===== src/lqs_pkg.sv =====
// Shared types and constants for the linear queue with search.
// Used by linear_queue_with_search and its testbench; depends on nothing.
`default_nettype none
package lqs_pkg;

    localparam int DEPTH   = 16;
    localparam int IDX_W   = $clog2(DEPTH);
    localparam int CNT_W   = 5;
    localparam int CAP_W   = 5;
    localparam int WORD_W  = 32;
    localparam int POS_W   = 5;
    localparam int OUT_W   = 1 + POS_W + CNT_W + WORD_W + WORD_W;
    localparam int TDATA_W = ((OUT_W + 7) / 8) * 8;

    localparam logic [CAP_W-1:0]  CAP_RESET = CAP_W'(16);
    localparam logic [POS_W-1:0]  POS_NONE  = {POS_W{1'b1}};
    localparam logic [WORD_W-1:0] WORD_NONE = {WORD_W{1'b1}};

    typedef enum logic [1:0] {
        MODE_PUSH  = 2'd0,
        MODE_POP   = 2'd1,
        MODE_FIND  = 2'd2,
        MODE_CLEAR = 2'd3
    } t_mode;

    typedef enum logic [2:0] {
        S_IDLE,
        S_SCAN,
        S_HEAD,
        S_TAIL,
        S_DONE
    } t_state;

endpackage
`default_nettype wire


===== src/lqs_ram.sv =====
// Generic simple dual-port RAM: one write port, one read port, registered read.
// No dependencies.
`default_nettype none
module lqs_ram #(
    parameter int WIDTH = 32,
    parameter int DEPTH = 16
) (
    input  wire                                          i_clk,
    input  wire                                          i_we,
    input  wire [((DEPTH > 1) ? $clog2(DEPTH) : 1)-1:0]  i_waddr,
    input  wire [WIDTH-1:0]                              i_wdata,
    input  wire [((DEPTH > 1) ? $clog2(DEPTH) : 1)-1:0]  i_raddr,
    output logic [WIDTH-1:0]                             o_rdata
);
    logic [WIDTH-1:0] mem [DEPTH];

    always_ff @(posedge i_clk) begin
        if (i_we) begin
            mem[i_waddr] <= i_wdata;
        end
        o_rdata <= mem[i_raddr];
    end
endmodule
`default_nettype wire


===== src/linear_queue_with_search.sv =====
// Top level of the linear (non-circular) array queue with search.
// Depends on lqs_pkg and lqs_ram.
//
//  channel  | dir | handshake                          | payload
//  ---------+-----+------------------------------------+---------------------------------
//  s_axis   | in  | i_s_axis_tvalid / o_s_axis_tready  | tdata: value; tuser: mode
//  m_axis   | out | o_m_axis_tvalid / i_m_axis_tready  | tdata: ok,position,count,head,tail
//  cfg      | in  | i_cfg_we (no wait)                 | i_cfg_wdata: capacity
//
// Push, pop and clear pass from acceptance through S_HEAD, S_TAIL and S_DONE, where
// the result is loaded into the output register; find on a nonempty queue passes
// through S_SCAN first, comparing n entries (at most count, up to 16). A new word is
// accepted only in S_IDLE. The scan does one slot read and one 32-bit compare per cycle
// on the single RAM read port, which also serves the head and tail reads afterwards.
// Synchronous active-low reset empties the queue and sets capacity to 16; slot
// contents are not cleared. A stalled output holds its word; the next word is
// accepted meanwhile and waits in the final state for the output register.
`default_nettype none
module linear_queue_with_search
    import lqs_pkg::*;
(
    input  wire                 i_clk,
    input  wire                 i_rst_n,
    // slave side
    input  wire                 i_s_axis_tvalid,
    output logic                o_s_axis_tready,
    input  wire  [WORD_W-1:0]   i_s_axis_tdata,   // [31:0] value
    input  wire  [7:0]          i_s_axis_tuser,   // [1:0] mode, rest zero
    // master side
    output logic                o_m_axis_tvalid,
    input  wire                 i_m_axis_tready,
    output logic [TDATA_W-1:0]  o_m_axis_tdata,   // [0] ok, [5:1] position,
                                                  // [10:6] count, [42:11] head_value,
                                                  // [74:43] tail_value, rest zero
    // configuration
    input  wire                 i_cfg_we,
    input  wire  [CAP_W-1:0]    i_cfg_wdata       // capacity
);

    // ---------------------------------------------------------------
    // State
    // ---------------------------------------------------------------
    t_state              r_state, n_state;
    logic [CAP_W-1:0]    r_capacity;
    logic [IDX_W-1:0]    r_head, n_head;
    logic [IDX_W-1:0]    r_tail, n_tail;
    logic [CNT_W-1:0]    r_count, n_count;
    logic                r_ok, n_ok;
    logic [POS_W-1:0]    r_pos, n_pos;
    logic [WORD_W-1:0]   r_key, n_key;
    logic [IDX_W-1:0]    r_scan, n_scan;
    logic [IDX_W-1:0]    r_cmp_idx, n_cmp_idx;
    logic                r_cmp_valid, n_cmp_valid;
    logic [WORD_W-1:0]   r_head_val, n_head_val;
    logic                r_out_valid, n_out_valid;
    logic [TDATA_W-1:0]  r_out_data, n_out_data;

    // RAM control
    logic                ram_we;
    logic [IDX_W-1:0]    ram_waddr;
    logic [IDX_W-1:0]    ram_raddr;
    logic [WORD_W-1:0]   ram_rdata;

    logic                in_fire;
    logic                out_free;
    logic                load_out;
    logic                empty;
    logic [CNT_W-1:0]    cap_eff;
    logic                push_room;
    logic                cmp_hit;
    logic                cmp_last;
    t_mode               in_mode;

    assign in_mode  = t_mode'(i_s_axis_tuser[1:0]);
    assign in_fire  = i_s_axis_tvalid && o_s_axis_tready;
    assign out_free = !r_out_valid || i_m_axis_tready;
    assign empty    = (r_count == '0);

    // capacity above the storage depth acts as the depth
    assign cap_eff  = (CNT_W'(r_capacity) > CNT_W'(DEPTH)) ? CNT_W'(DEPTH)
                                                           : CNT_W'(r_capacity);
    // room if the next slot (0 when empty, else tail + 1) lies below the effective capacity
    assign push_room = empty ? (cap_eff != '0)
                             : ((CNT_W'(r_tail) + CNT_W'(1)) < cap_eff);

    assign cmp_hit  = r_cmp_valid && (ram_rdata == r_key);
    assign cmp_last = r_cmp_valid && (r_cmp_idx == r_tail);

    lqs_ram #(
        .WIDTH (WORD_W),
        .DEPTH (DEPTH)
    ) u_slots (
        .i_clk   (i_clk),
        .i_we    (ram_we),
        .i_waddr (ram_waddr),
        .i_wdata (i_s_axis_tdata),
        .i_raddr (ram_raddr),
        .o_rdata (ram_rdata)
    );

    // ---------------------------------------------------------------
    // Sequencer: next state
    // ---------------------------------------------------------------
    always_comb begin
        n_state = r_state;
        unique case (r_state)
            S_IDLE: begin
                if (in_fire) begin
                    // find on a nonempty queue scans, everything else goes to readout
                    if (in_mode == MODE_FIND && !empty) begin
                        n_state = S_SCAN;
                    end else begin
                        n_state = S_HEAD;
                    end
                end
            end
            S_SCAN: begin
                if (cmp_hit || cmp_last) begin
                    n_state = S_HEAD;
                end
            end
            S_HEAD: n_state = S_TAIL;
            S_TAIL: n_state = S_DONE;
            S_DONE: begin
                if (out_free) begin
                    n_state = S_IDLE;
                end
            end
            default: n_state = S_IDLE;
        endcase
    end

    // ---------------------------------------------------------------
    // Sequencer: outputs
    // ---------------------------------------------------------------
    always_comb begin
        o_s_axis_tready = 1'b0;
        ram_raddr       = r_tail;
        load_out        = 1'b0;
        unique case (r_state)
            S_IDLE: o_s_axis_tready = 1'b1;
            S_SCAN: ram_raddr = r_scan;
            S_HEAD: ram_raddr = r_head;
            S_TAIL: ram_raddr = r_tail;
            S_DONE: begin
                // keep reading the tail so its data holds through a stall
                ram_raddr = r_tail;
                load_out  = out_free;
            end
            default: ram_raddr = r_tail;
        endcase
    end

    // ---------------------------------------------------------------
    // Datapath
    // ---------------------------------------------------------------
    always_comb begin
        n_head      = r_head;
        n_tail      = r_tail;
        n_count     = r_count;
        n_ok        = r_ok;
        n_pos       = r_pos;
        n_key       = r_key;
        n_scan      = r_scan;
        n_cmp_idx   = r_cmp_idx;
        n_cmp_valid = r_cmp_valid;
        n_head_val  = r_head_val;
        n_out_valid = r_out_valid;
        n_out_data  = r_out_data;
        ram_we      = 1'b0;
        ram_waddr   = empty ? '0 : (r_tail + IDX_W'(1));

        if (r_out_valid && i_m_axis_tready) begin
            n_out_valid = 1'b0;
        end

        if (in_fire) begin
            n_ok        = 1'b0;
            n_pos       = POS_NONE;
            n_key       = i_s_axis_tdata;
            n_scan      = r_head;
            n_cmp_valid = 1'b0;
            unique case (in_mode)
                MODE_PUSH: begin
                    if (push_room) begin
                        ram_we  = 1'b1;
                        n_tail  = ram_waddr;
                        n_head  = empty ? '0 : r_head;
                        n_count = r_count + CNT_W'(1);
                        n_ok    = 1'b1;
                    end
                end
                MODE_POP: begin
                    if (!empty) begin
                        // the last pop empties the queue and rewinds both ends
                        n_head  = r_head + IDX_W'(1);
                        n_count = r_count - CNT_W'(1);
                        n_ok    = 1'b1;
                        if (r_count == CNT_W'(1)) begin
                            n_head = '0;
                            n_tail = '0;
                        end
                    end
                end
                MODE_FIND: begin
                    // result fixed by the scan
                end
                MODE_CLEAR: begin
                    n_head  = '0;
                    n_tail  = '0;
                    n_count = '0;
                    n_ok    = 1'b1;
                end
                default: ;
            endcase
        end

        if (r_state == S_SCAN) begin
            // issue the next read while comparing the previous one
            n_scan      = r_scan + IDX_W'(1);
            n_cmp_idx   = r_scan;
            n_cmp_valid = 1'b1;
            if (cmp_hit) begin
                n_ok  = 1'b1;
                n_pos = POS_W'(r_cmp_idx);
            end
        end

        if (r_state == S_TAIL) begin
            n_head_val = ram_rdata;
        end

        if (load_out) begin
            n_out_valid = 1'b1;
            n_out_data  = '0;
            n_out_data[0]                        = r_ok;
            n_out_data[POS_W:1]                  = r_pos;
            n_out_data[POS_W+CNT_W:POS_W+1]      = r_count;
            n_out_data[POS_W+CNT_W+WORD_W:POS_W+CNT_W+1]
                = empty ? WORD_NONE : r_head_val;
            n_out_data[OUT_W-1:POS_W+CNT_W+WORD_W+1]
                = empty ? WORD_NONE : ram_rdata;
        end
    end

    // ---------------------------------------------------------------
    // Registers
    // ---------------------------------------------------------------
    always_ff @(posedge i_clk) begin
        if (!i_rst_n) begin
            r_state     <= S_IDLE;
            r_capacity  <= CAP_RESET;
            r_head      <= '0;
            r_tail      <= '0;
            r_count     <= '0;
            r_cmp_valid <= 1'b0;
            r_out_valid <= 1'b0;
        end else begin
            r_state     <= n_state;
            r_head      <= n_head;
            r_tail      <= n_tail;
            r_count     <= n_count;
            r_cmp_valid <= n_cmp_valid;
            r_out_valid <= n_out_valid;
            if (i_cfg_we) begin
                r_capacity <= i_cfg_wdata;
            end
        end
    end

    always_ff @(posedge i_clk) begin
        r_ok       <= n_ok;
        r_pos      <= n_pos;
        r_key      <= n_key;
        r_scan     <= n_scan;
        r_cmp_idx  <= n_cmp_idx;
        r_head_val <= n_head_val;
        r_out_data <= n_out_data;
    end

    assign o_m_axis_tvalid = r_out_valid;
    assign o_m_axis_tdata  = r_out_data;

    // ---------------------------------------------------------------
    // Assertions
    // ---------------------------------------------------------------
    a_count_bound: assert property (@(posedge i_clk) disable iff (!i_rst_n)
        r_count <= CNT_W'(DEPTH))
        else $error("entry count above storage depth");

    a_span_matches_count: assert property (@(posedge i_clk) disable iff (!i_rst_n)
        (r_count != '0) |-> (CNT_W'(r_tail) - CNT_W'(r_head) + CNT_W'(1) == r_count))
        else $error("head/tail span disagrees with entry count");

    a_scan_in_range: assert property (@(posedge i_clk) disable iff (!i_rst_n)
        (r_state == S_SCAN && r_cmp_valid) |-> (r_cmp_idx >= r_head && r_cmp_idx <= r_tail))
        else $error("find compared a slot outside the held entries");

    a_empty_marks: assert property (@(posedge i_clk) disable iff (!i_rst_n)
        (o_m_axis_tvalid && o_m_axis_tdata[POS_W+CNT_W:POS_W+1] == '0)
            |-> (o_m_axis_tdata[POS_W+CNT_W+WORD_W:POS_W+CNT_W+1] == WORD_NONE))
        else $error("empty queue reported a head word");

endmodule
`default_nettype wire


===== config.mk =====
export PLATFORM = sky130hd
export DESIGN_NAME = linear_queue_with_search
export DESIGN_NICKNAME = d
export VERILOG_FILES = /design/src/lqs_pkg.sv /design/src/lqs_ram.sv /design/src/linear_queue_with_search.sv
export SDC_FILE = /design/constraint.sdc
export NUM_CORES = 1
export LEC_CHECK = 0
export BUFFER_PORTS_ARGS = -buffer_cell sky130_fd_sc_hd__buf_2
export CAP_MARGIN = 20
export CELL_PAD_IN_SITES_DETAIL_PLACEMENT = 1
export CELL_PAD_IN_SITES_GLOBAL_PLACEMENT = 2
export CORE_MARGIN = 2
export CORE_UTILIZATION = 40
export CTS_BUF_LIST = sky130_fd_sc_hd__clkbuf_2
export CTS_CLUSTER_DIAMETER = 150
export DETAILED_ROUTE_END_ITERATION = 6
export PLACE_DENSITY = 0.72
export RECOVER_POWER = 100
export SLEW_MARGIN = 20
export SYNTH_ARGS = -nofsm -noshare
export SYNTH_HDL_FRONTEND = slang
export SYNTH_SLANG_ARGS = --single-unit

===== constraint.sdc =====
create_clock -name i_clk -period 14 [get_ports i_clk]
set_input_delay 1.4 -clock i_clk [delete_from_list [all_inputs] [get_ports i_clk]]
set_output_delay 1.4 -clock i_clk [all_outputs]
set_load 0.01 [all_outputs]

Yosys cells after proc, flatten, opt, wreduce, memory -nomap -nowiden --
Memories as Yosys holds them, arrays and structs flattened. A register that Yosys moved wholly into a read port is not among the register bits. Cells that the tools add are included.
Storage, ports and cells: bits in registers 176, bits in writable memories 512, word-level logic and storage cells 103, output and inout bits 82, memories 1, input bits 50
Cells by class: muxes and demuxes 42, reduce and logical (&&, ||, !) cells 20, add/sub/neg operators 6, equal/unequal tests 17, order comparisons 2
Memories:
- u_slots.mem | words 16, width 32, read ports 1, clocked after Yosys merged registers in 1, write ports 1, RTL line lqs_ram.sv:15 | logic [WIDTH-1:0] mem [DEPTH];
Operators with widths (number):
- $mux W4 | 10
- $eq A32 B32 Y1 | 1
- $mux W5 | 6
- $pmux W4 S3 | 2
- $mux W1 | 16
- $pmux W3 S5 | 1
- $pmux W5 S3 | 1
- $ne A2 B2 Y1 const B | 7
- $add A4 B1 Y4 const B | 3
- $reduce_and A5 Y1 | 2
- $mux W3 | 3
- $pmux W4 S2 | 1
- $eq A3 B2 Y1 const B | 2
- $add A4 B1 Y5 const B | 1
- $add A5 B1 Y5 const B | 1
- $eq A5 B1 Y1 const B | 1
- $gt A5 B5 Y1 const B | 1
- $logic_and A1 B1 Y1 | 5
- $logic_not A5 Y1 | 1
- $lt A5 B5 Y1 | 1
- $reduce_bool A5 Y1 | 1
- $sub A5 B1 Y5 const B | 1
- $eq A2 B2 Y1 const B | 2
- $eq A4 B4 Y1 | 1
- other kinds (13) | 16

Longest topological paths before layout --
Gate-level depths: netlist (run 1).
depth after elaboration 9, depth in mapped cells 12, depth with buffers taken out 10

Modules after synthesis --
A second synthesis (run 1) with hierarchy kept.
Second synthesis, totals: cell total of the unflattened synthesis 1378, area, all modules 27206.1 µm²
By module, submodules not included:
- lqs_ram | instances 1, area an instance 19835.3 µm², cells an instance 838, sequential area each 16015.4 µm²
- linear_queue_with_search | instances 1, area an instance 7370.8 µm², cells an instance 540, sequential area each 4994.8 µm²

Least setup slack after synthesis (run 1) --
Ideal clock, no wire load.
path kind input to register, start in i_m_axis_tready, end reg r_out_data[0] (netlist: o_m_axis_tdata[0]), enable pin, stages on the path 2, library setup time 601 ps, arrival time 6595 ps, path slack 6805 ps, data required time 13399 ps, buffers on the path 0, cell sequence nor2b_1 -> nor3_1
Between the ends: longest elaborated chain between the ends 2
RTL lines:
- start: declaration | RTL line linear_queue_with_search.sv:31 | input wire i_m_axis_tready,
- $logic_or A1 B1 Y1 | RTL line linear_queue_with_search.sv:76 | assign out_free = !r_out_valid || i_m_axis_tready;
- $mux W1 | RTL line linear_queue_with_search.sv:140 | unique case (r_state)
- net load_out | RTL line linear_queue_with_search.sv:66 | logic load_out;
- end signal: assignment | RTL line linear_queue_with_search.sv:278 | r_out_data <= n_out_data;
- end: declaration | RTL line linear_queue_with_search.sv:56 | logic [TDATA_W-1:0] r_out_data, n_out_data;
The timed path passes the listed nets, and every way through them passes these cells. A chain may end at the register's enable or synchronous reset.

Worst setup path in the final report (run 1) --
start reg r_state[0], end reg u_slots.o_rdata[7], read port of u_slots.mem
Between the ends: longest elaborated chain between the ends 2, elaborated cells between the ends (all ways) 3, those cells by class eq/ne (2); mux (1)
RTL lines:
- start: declaration | RTL line linear_queue_with_search.sv:43 | t_state r_state, n_state;
- start signal: assignment | RTL line linear_queue_with_search.sv:259 | r_state <= n_state;
- $eq A3 B2 Y1 / $eq A3 B1 Y1 (equally long branches) | RTL line linear_queue_with_search.sv:140
- $pmux W4 S2 (*) | RTL line linear_queue_with_search.sv:140
- end: declaration | RTL line lqs_ram.sv:13 | output logic [WIDTH-1:0] o_rdata
Mark *: on every way between the ends. The rest lies on a longest branch, timed or not.

==> impl_results.md, run 1 <==
- Synth cell types: 63
- Clock power share: 0.319
- Util after Layout: 0.448
- CTS buffer count: between 150 and 200
- Post-Layout Cell Count: between 3,000 and 4,000
- Skew final: around 64 ps
- Post-DR wirelength/cell: 23.9 um
- IO Port Bufs: 120
- Critical Path Most Common Cell: clkbuf_1
- Cell area after synthesis: approximately 28,000 um^2
- Vias per cell: about 5.5
- Largest net degree at the start of global routing: between 100 and 150
- Root buffer cell: clkbuf_2
- Tot Pwr: approximately 4.7 mW
- Min setup slack post-route: 6700 ps
- Reported net switching power: 1.36 mW
- GP Congestion: roughly 0.75
- Internal power: 3.31 mW
- TritonCTS clock tree: built
- Max Cap Viol: 25
- Worst hold slack: ~250 ps
- P_leak: approximately 11 nW
- Number of nets in the layout: approximately 2,100
- PD cells: between 100 and 150 nW/um^2
- Fraction of power consumed by sequential logic: 0.550
- Syn Inst Count: ~1,800
- First-pass GRT wire length: about 110,000 um
- Most common cell after layout, fill and taps aside: edfxtp_1
- Initial core utilization: 0.405
- Vias: 17,300
- Total Wirelength: approximately 75,000 um
- CP Launch Type: flip-flop
- Yosys reg bits: 720
- Postcts setup bufs: 0
- Seq/Total Area, Yosys: 0.739
- Asr flop ratio synth: 0
- WS Path Type: flip-flop to flip-flop
- Hold Path Class: input port to flip-flop
- TritonRoute pass-1 iters: 5
- Area added between synthesis and finish: 10.6%
- Total Negative Setup Slacks: 0 ps
- Top-level I/O count: approximately 130
- Starting DRT DRC Count: 1,244
- Initial antenna violation count: 8
- Critical Path Fanout Max: 65
- Die height: approximately 270 um
- Worst-Skew Late Latency: ~1400 ps
- Clock Path Buffers: 3
- Placed cell count: between 2,000 and 3,000
- Outcome: finished, violations left
- Final Hold Fails: 0
- Clk sinks: 720
- Least-Margin Pin Slew: approximately 3900 ps
- Antenna-violating nets left: 0
- Dpl ws: 9670 ps
- GRT Util Overall: 0.204
- DIE WIDTH: between 200 and 300 um
- Total grt overflow: 0
- Dpl cell area: 30,000 um^2
- RSZ-0062 raised after global routing: false
- Worst path top cell family by delay: buffers and inverters
- Reg clk slew, reported paths: roughly 90 ps
- Mapped Avg Cell Area: around 15 um^2
- Ys flop type: edfxtp_1
- Minimum clock period: 7300 ps
- Crit share post-route: 0.522
- Most frequent cells in the layout: edfxtp_1, clkbuf_2, clkbuf_1
- Critical path cell sequence: or2_0 > a21boi_4 > clkbuf_1 > nor2_1 > clkbuf_1 > nand2_1 > a221o_1 > nand3_1
- Max stage delay on crit path: between 2000 and 2500 ps
- H-tree depth: 4
- # rows: between 90 and 100
- Top achievable clock speed: about 140 MHz
- Hpwl dp: 40,700 um
- Final Setup Violations: 0
- Critical Path End Type: flip-flop
- Max VDD drop: ~0.000073 V
- Vias in the first global route: between 15,000 and 20,000
- Post-synth EDFFs: roughly 660
- Synth warnings: 0
- Worst Path Arrival: about 8600 ps
- Finished layout cell area: about 31,000 um^2
- CTS Hold Bufs: 0
- Core box area: 70,300 um^2
- Comb power frac: 0.131
- Slew HR: -1.59
- # DRC: 0
- Die ar.: around 73,000 um^2
- Number of buffers and inverters on the critical path: 2
- Post-cts resize count: 0
- Failing checks: max-capacitance violations, max-slew violations
- CP max stage cell: clkbuf_1
- Layout cell share with drive strength beyond 1: 0.190
- CP required: roughly 15,000 ps
- Slew Viols, Final: 839
- Sw Ratio: 0.292
## cell usage after synthesis (4+ instances only)
| cell type | count | area share |
|---|---|---|
| buf_4 | 15 | 0.0040 |
| ha_1 | 10 | 0.0044 |
| buf_6 | 12 | 0.0048 |
| and3_1 | 66 | 0.015 |
| nand2_1 | 95 | 0.013 |
| a221o_1 | 64 | 0.023 |
| edfxtp_1 | 659 | 0.70 |
| inv_1 | 17 | 0.0022 |
| o21a_1 | 5 | 0.0013 |
| buf_2 | 29 | 0.0051 |
| dfxtp_1 | 61 | 0.043 |
| nand3_1 | 78 | 0.014 |
| mux2i_1 | 73 | 0.026 |
| a31oi_1 | 65 | 0.014 |
| a21oi_1 | 84 | 0.015 |
| nand2b_1 | 65 | 0.014 |
| a22oi_2 | 31 | 0.014 |
| a21o_1 | 6 | 0.0016 |
| clkbuf_1 | 72 | 0.0095 |
| o21ai_0 | 75 | 0.013 |
| or4_1 | 4 | 0.0011 |
| nand3_2 | 29 | 0.010 |
| a211o_1 | 65 | 0.020 |
| nor2_1 | 33 | 0.0044 |
| o211ai_1 | 4 | 0.0011 |
| nor4_1 | 9 | 0.0020 |
| nand3b_1 | 6 | 0.0016 |
| xnor2_1 | 6 | 0.0018 |
| nor3_1 | 8 | 0.0014 |
| xor2_1 | 31 | 0.0095 |
| buf_1 | 8 | 0.0011 |
## cell families after synthesis
logic type,share of synthesized area
AOI/OAI and AO/OA,0.111
DFF,0.739
muxes,0.0261
and+or+nand+nor,0.0816
other,0.000132
adders and majority gates,0.00440
buffers and inverters,0.0269
xor gates and xnor gates,0.0114
## metal layers
layer,global-route usage,share of wire
met1,0.278,0.45
met2,0.324,0.48
met3,0.0482,0.053
met4,0.0635,0.016
met5,0,0.00049
## power groups by stage
stage          Combinational (mW)  Sequential [mW]  Clock [mW]
6_report                    0.611             2.57        1.49
4_1_cts                     0.626             2.56        1.54
2_1_floorplan               0.449             2.54           0
3_5_place_dp                0.623             2.61           0
5_1_grt                     0.672             2.57        1.65
3_3_place_gp                0.608             2.60           0
## path summary, 6_finish.rpt
check                          startpoint                          end  slack [ps]  cells after the start
setup / recovery  r_state[0]$_SDFFE_PN0P_   u_slots.o_rdata[7]$_DFF_P_        6700                      8
hold / removal             i_cfg_wdata[4]   r_capacity[4]$_SDFFE_PN1P_         250                      3
setup reg to reg  r_state[0]$_SDFFE_PN0P_   u_slots.o_rdata[7]$_DFF_P_        6700                      8
hold reg to reg          r_pos[0]$_DFF_P_  o_m_axis_tdata[1]$_DFFE_PP_         440                      0
## worst register-to-register path, stage by stage (launching register included)
cell and delay [ps]:
dfxtp_1 600, or2_0 480, a21boi_4 80, clkbuf_1 1220
nor2_1 2000, clkbuf_1 2150, nand2_1 210, a221o_1 420
nand3_1 120
## state kept, by name, indices dropped and copies added, names as in the netlist, 3 cells and up
register / flops
r_cmp_idx: 4
r_key: 32
r_pos: 5
o_m_axis_tdata: 75
r_scan: 4
r_head_val: 32
r_capacity: 5
u_slots.o_rdata: 32
r_count: 5
r_head: 4
u_slots.mem: 512
r_state: 3
r_tail: 4
## final cells by class
class | instances | area [um^2]
fill | 7170 | 38800
sequential | 720 | 21000
multi-input combinational | 966 | 6770
clock buffer | 296 | 1480
tap | 940 | 1180
timing repair buffer | 155 | 659
clock inverter | 33 | 272
inverter | 19 | 71.3
antenna | 8 | 20.0
No activity file was read; power rests on OpenSTA's default activity.
==> run 2: changes to the inputs <==
- PLACE_DENSITY: 0.72 -> 0.75
- clock period: 14 -> 5.9 ns (I/O delays scaled with it)
==> impl_results.md, run 2 (synthesis gave the netlist of run 1 again) <==
- Outcome: finished, violations left
- Failing checks: max-capacitance violations, max-slew violations
- IO Port Bufs: 120
- Reg clk slew, reported paths: ~120 ps
- Vias: ~18,000
- P_leak: 11.2 nW
- Worst-Skew Late Latency: ~1400 ps
- Total Negative Setup Slacks: 0 ps
- Crit share post-route: 0.843
- RSZ-0062 raised after global routing: false
- Dpl ws: ~1500 ps
- Clock Path Buffers: 3
- Tot Pwr: approximately 11 mW
- CTS buffer count: between 150 and 200
- Top-level I/O count: between 100 and 150
- Postcts setup bufs: 0
- Critical Path Fanout Max: 17
- Top achievable clock speed: 201 MHz
- Die height: roughly 270 um
- Max VDD drop: roughly 0.00015 V
- Antenna-violating nets left: 0
- TritonCTS clock tree: built
- Critical Path End Type: flip-flop
- GRT Util Overall: 0.211
- Initial core utilization: 0.405
- Critical Path Most Common Cell: ha_1
- Total Wirelength: slightly below 80,000 um
- Hpwl dp: roughly 43,000 um
- Largest net degree at the start of global routing: 84
- Vias per cell: 5.50
- Root buffer cell: clkbuf_2
- Slew HR: -1.70
- Finished layout cell area: about 32,000 um^2
- # DRC: 0
- Worst Path Arrival: about 5900 ps
- Skew final: approximately 94 ps
- Area added between synthesis and finish: 13.7%
- Hold Path Class: input port to flip-flop
- H-tree depth: 4
- Number of flip-flops in the largest register: between 500 and 600
- Minimum clock period: about 5000 ps
- Core box area: between 70,000 and 80,000 um^2
- Total grt overflow: 0
- Post-cts resize count: 0
- Die ar.: 73,300 um^2
- Max stage delay on crit path: 990 ps
- Biggest register: u_slots.mem
- Vias in the first global route: between 15,000 and 20,000
- Post-DR wirelength/cell: ~24 um
- CP Launch Type: flip-flop
- Max Cap Viol: 2
- Most common cell after layout, fill and taps aside: edfxtp_1
- CP required: roughly 6900 ps
- Slew Viols, Final: between 100 and 150
- Number of nets in the layout: 2,188
- DIE WIDTH: 271 um
- Initial antenna violation count: 6
- First-pass GRT wire length: about 120,000 um
- WS Path Type: flip-flop to flip-flop
- TritonRoute pass-1 iters: 5
- Clk sinks: ~700
- Layout cell share with drive strength beyond 1: 0.180
- Final Hold Fails: 0
- Critical path cell sequence: ha_1 > xnor2_1 > inv_1 > ha_1 > a21o_1 > a211oi_1 > o21ai_0 > or4_1 > nor2_4 > clkbuf_1
- CP max stage cell: clkbuf_1
- PD cells: roughly 340 nW/um^2
- Final Setup Violations: 0
- GP Congestion: 0.770
- Min setup slack post-route: between 900 and 1000 ps
- Starting DRT DRC Count: 1,336
- Most frequent cells in the layout: edfxtp_1, clkbuf_2, clkbuf_1
- Least-Margin Pin Slew: a little over 4000 ps
- Dpl cell area: 30,100 um^2
- # rows: 97
run 2: per-layer routing:
metal / global-route usage / up-vias / routed length (um)
met5: 0 / - / 13
met4: 0.0846 / 2 / 1980
met3: 0.0500 / 138 / 5010
met2: 0.339 / 642 / 36900
met1: 0.275 / 9033 / 33200
li1: - / 7880 / -
run 2: report_power, final:
group          switching, mW  total, mW  internal (mW)
clock network           2.04       3.49           1.45
logic                  0.992       1.53          0.540
registers              0.267       6.09           5.82
total                   3.30       11.1           7.81
run 2: worst paths after layout:
path	depth (start not counted)	slack, ps	start	endpoint
min	5	250	i_s_axis_tuser[1]	r_count[0]$_SDFFE_PN0P_
min reg2reg	0	440	r_pos[3]$_DFF_P_	o_m_axis_tdata[4]$_DFFE_PP_
max	10	930	r_tail[0]$_SDFFE_PN0P_	u_slots.mem[7][18]$_DFFE_PP_
max reg2reg	10	930	r_tail[0]$_SDFFE_PN0P_	u_slots.mem[7][18]$_DFFE_PP_
run 2: stage by stage:
step           hold slack, ps  instances  utilization
2_1_floorplan             403       1841            -
3_3_place_gp              419       2801        0.427
3_5_place_dp              422       2802        0.428
4_1_cts                  9.33       3218        0.465
5_1_grt                   130       3219        0.460
6_report                  246       3219        0.460
run 2: layout make-up:
cell class                      count  area, um^2
Tap cell                          940        1180
Inverter                           19        71.3
Fill cell                        7189       37900
Antenna cell                        1        2.50
Timing Repair Buffer              241        1610
Multi-Input combinational cell    966        6720
Sequential cell                   720       21000
Clock inverter                     52         347
Clock buffer                      280        1400
run 2: worst max-delay path, delay by kind of cell, from the launching register on:
kind | cells | cell delay (ps)
buffers and inverters | 2 | 1120
AOI/OAI and AO/OA | 3 | 750
adders and majority gates | 2 | 510
xor gates and xnor gates | 1 | 220
and+or+nand+nor | 2 | 1390
DFF | 1 | 580
run 2: timing repair:
action                                 CTS  global route
endpoints found under the hold margin  572             0
hold buffers                            84             0
setup endpoints to repair                0             0
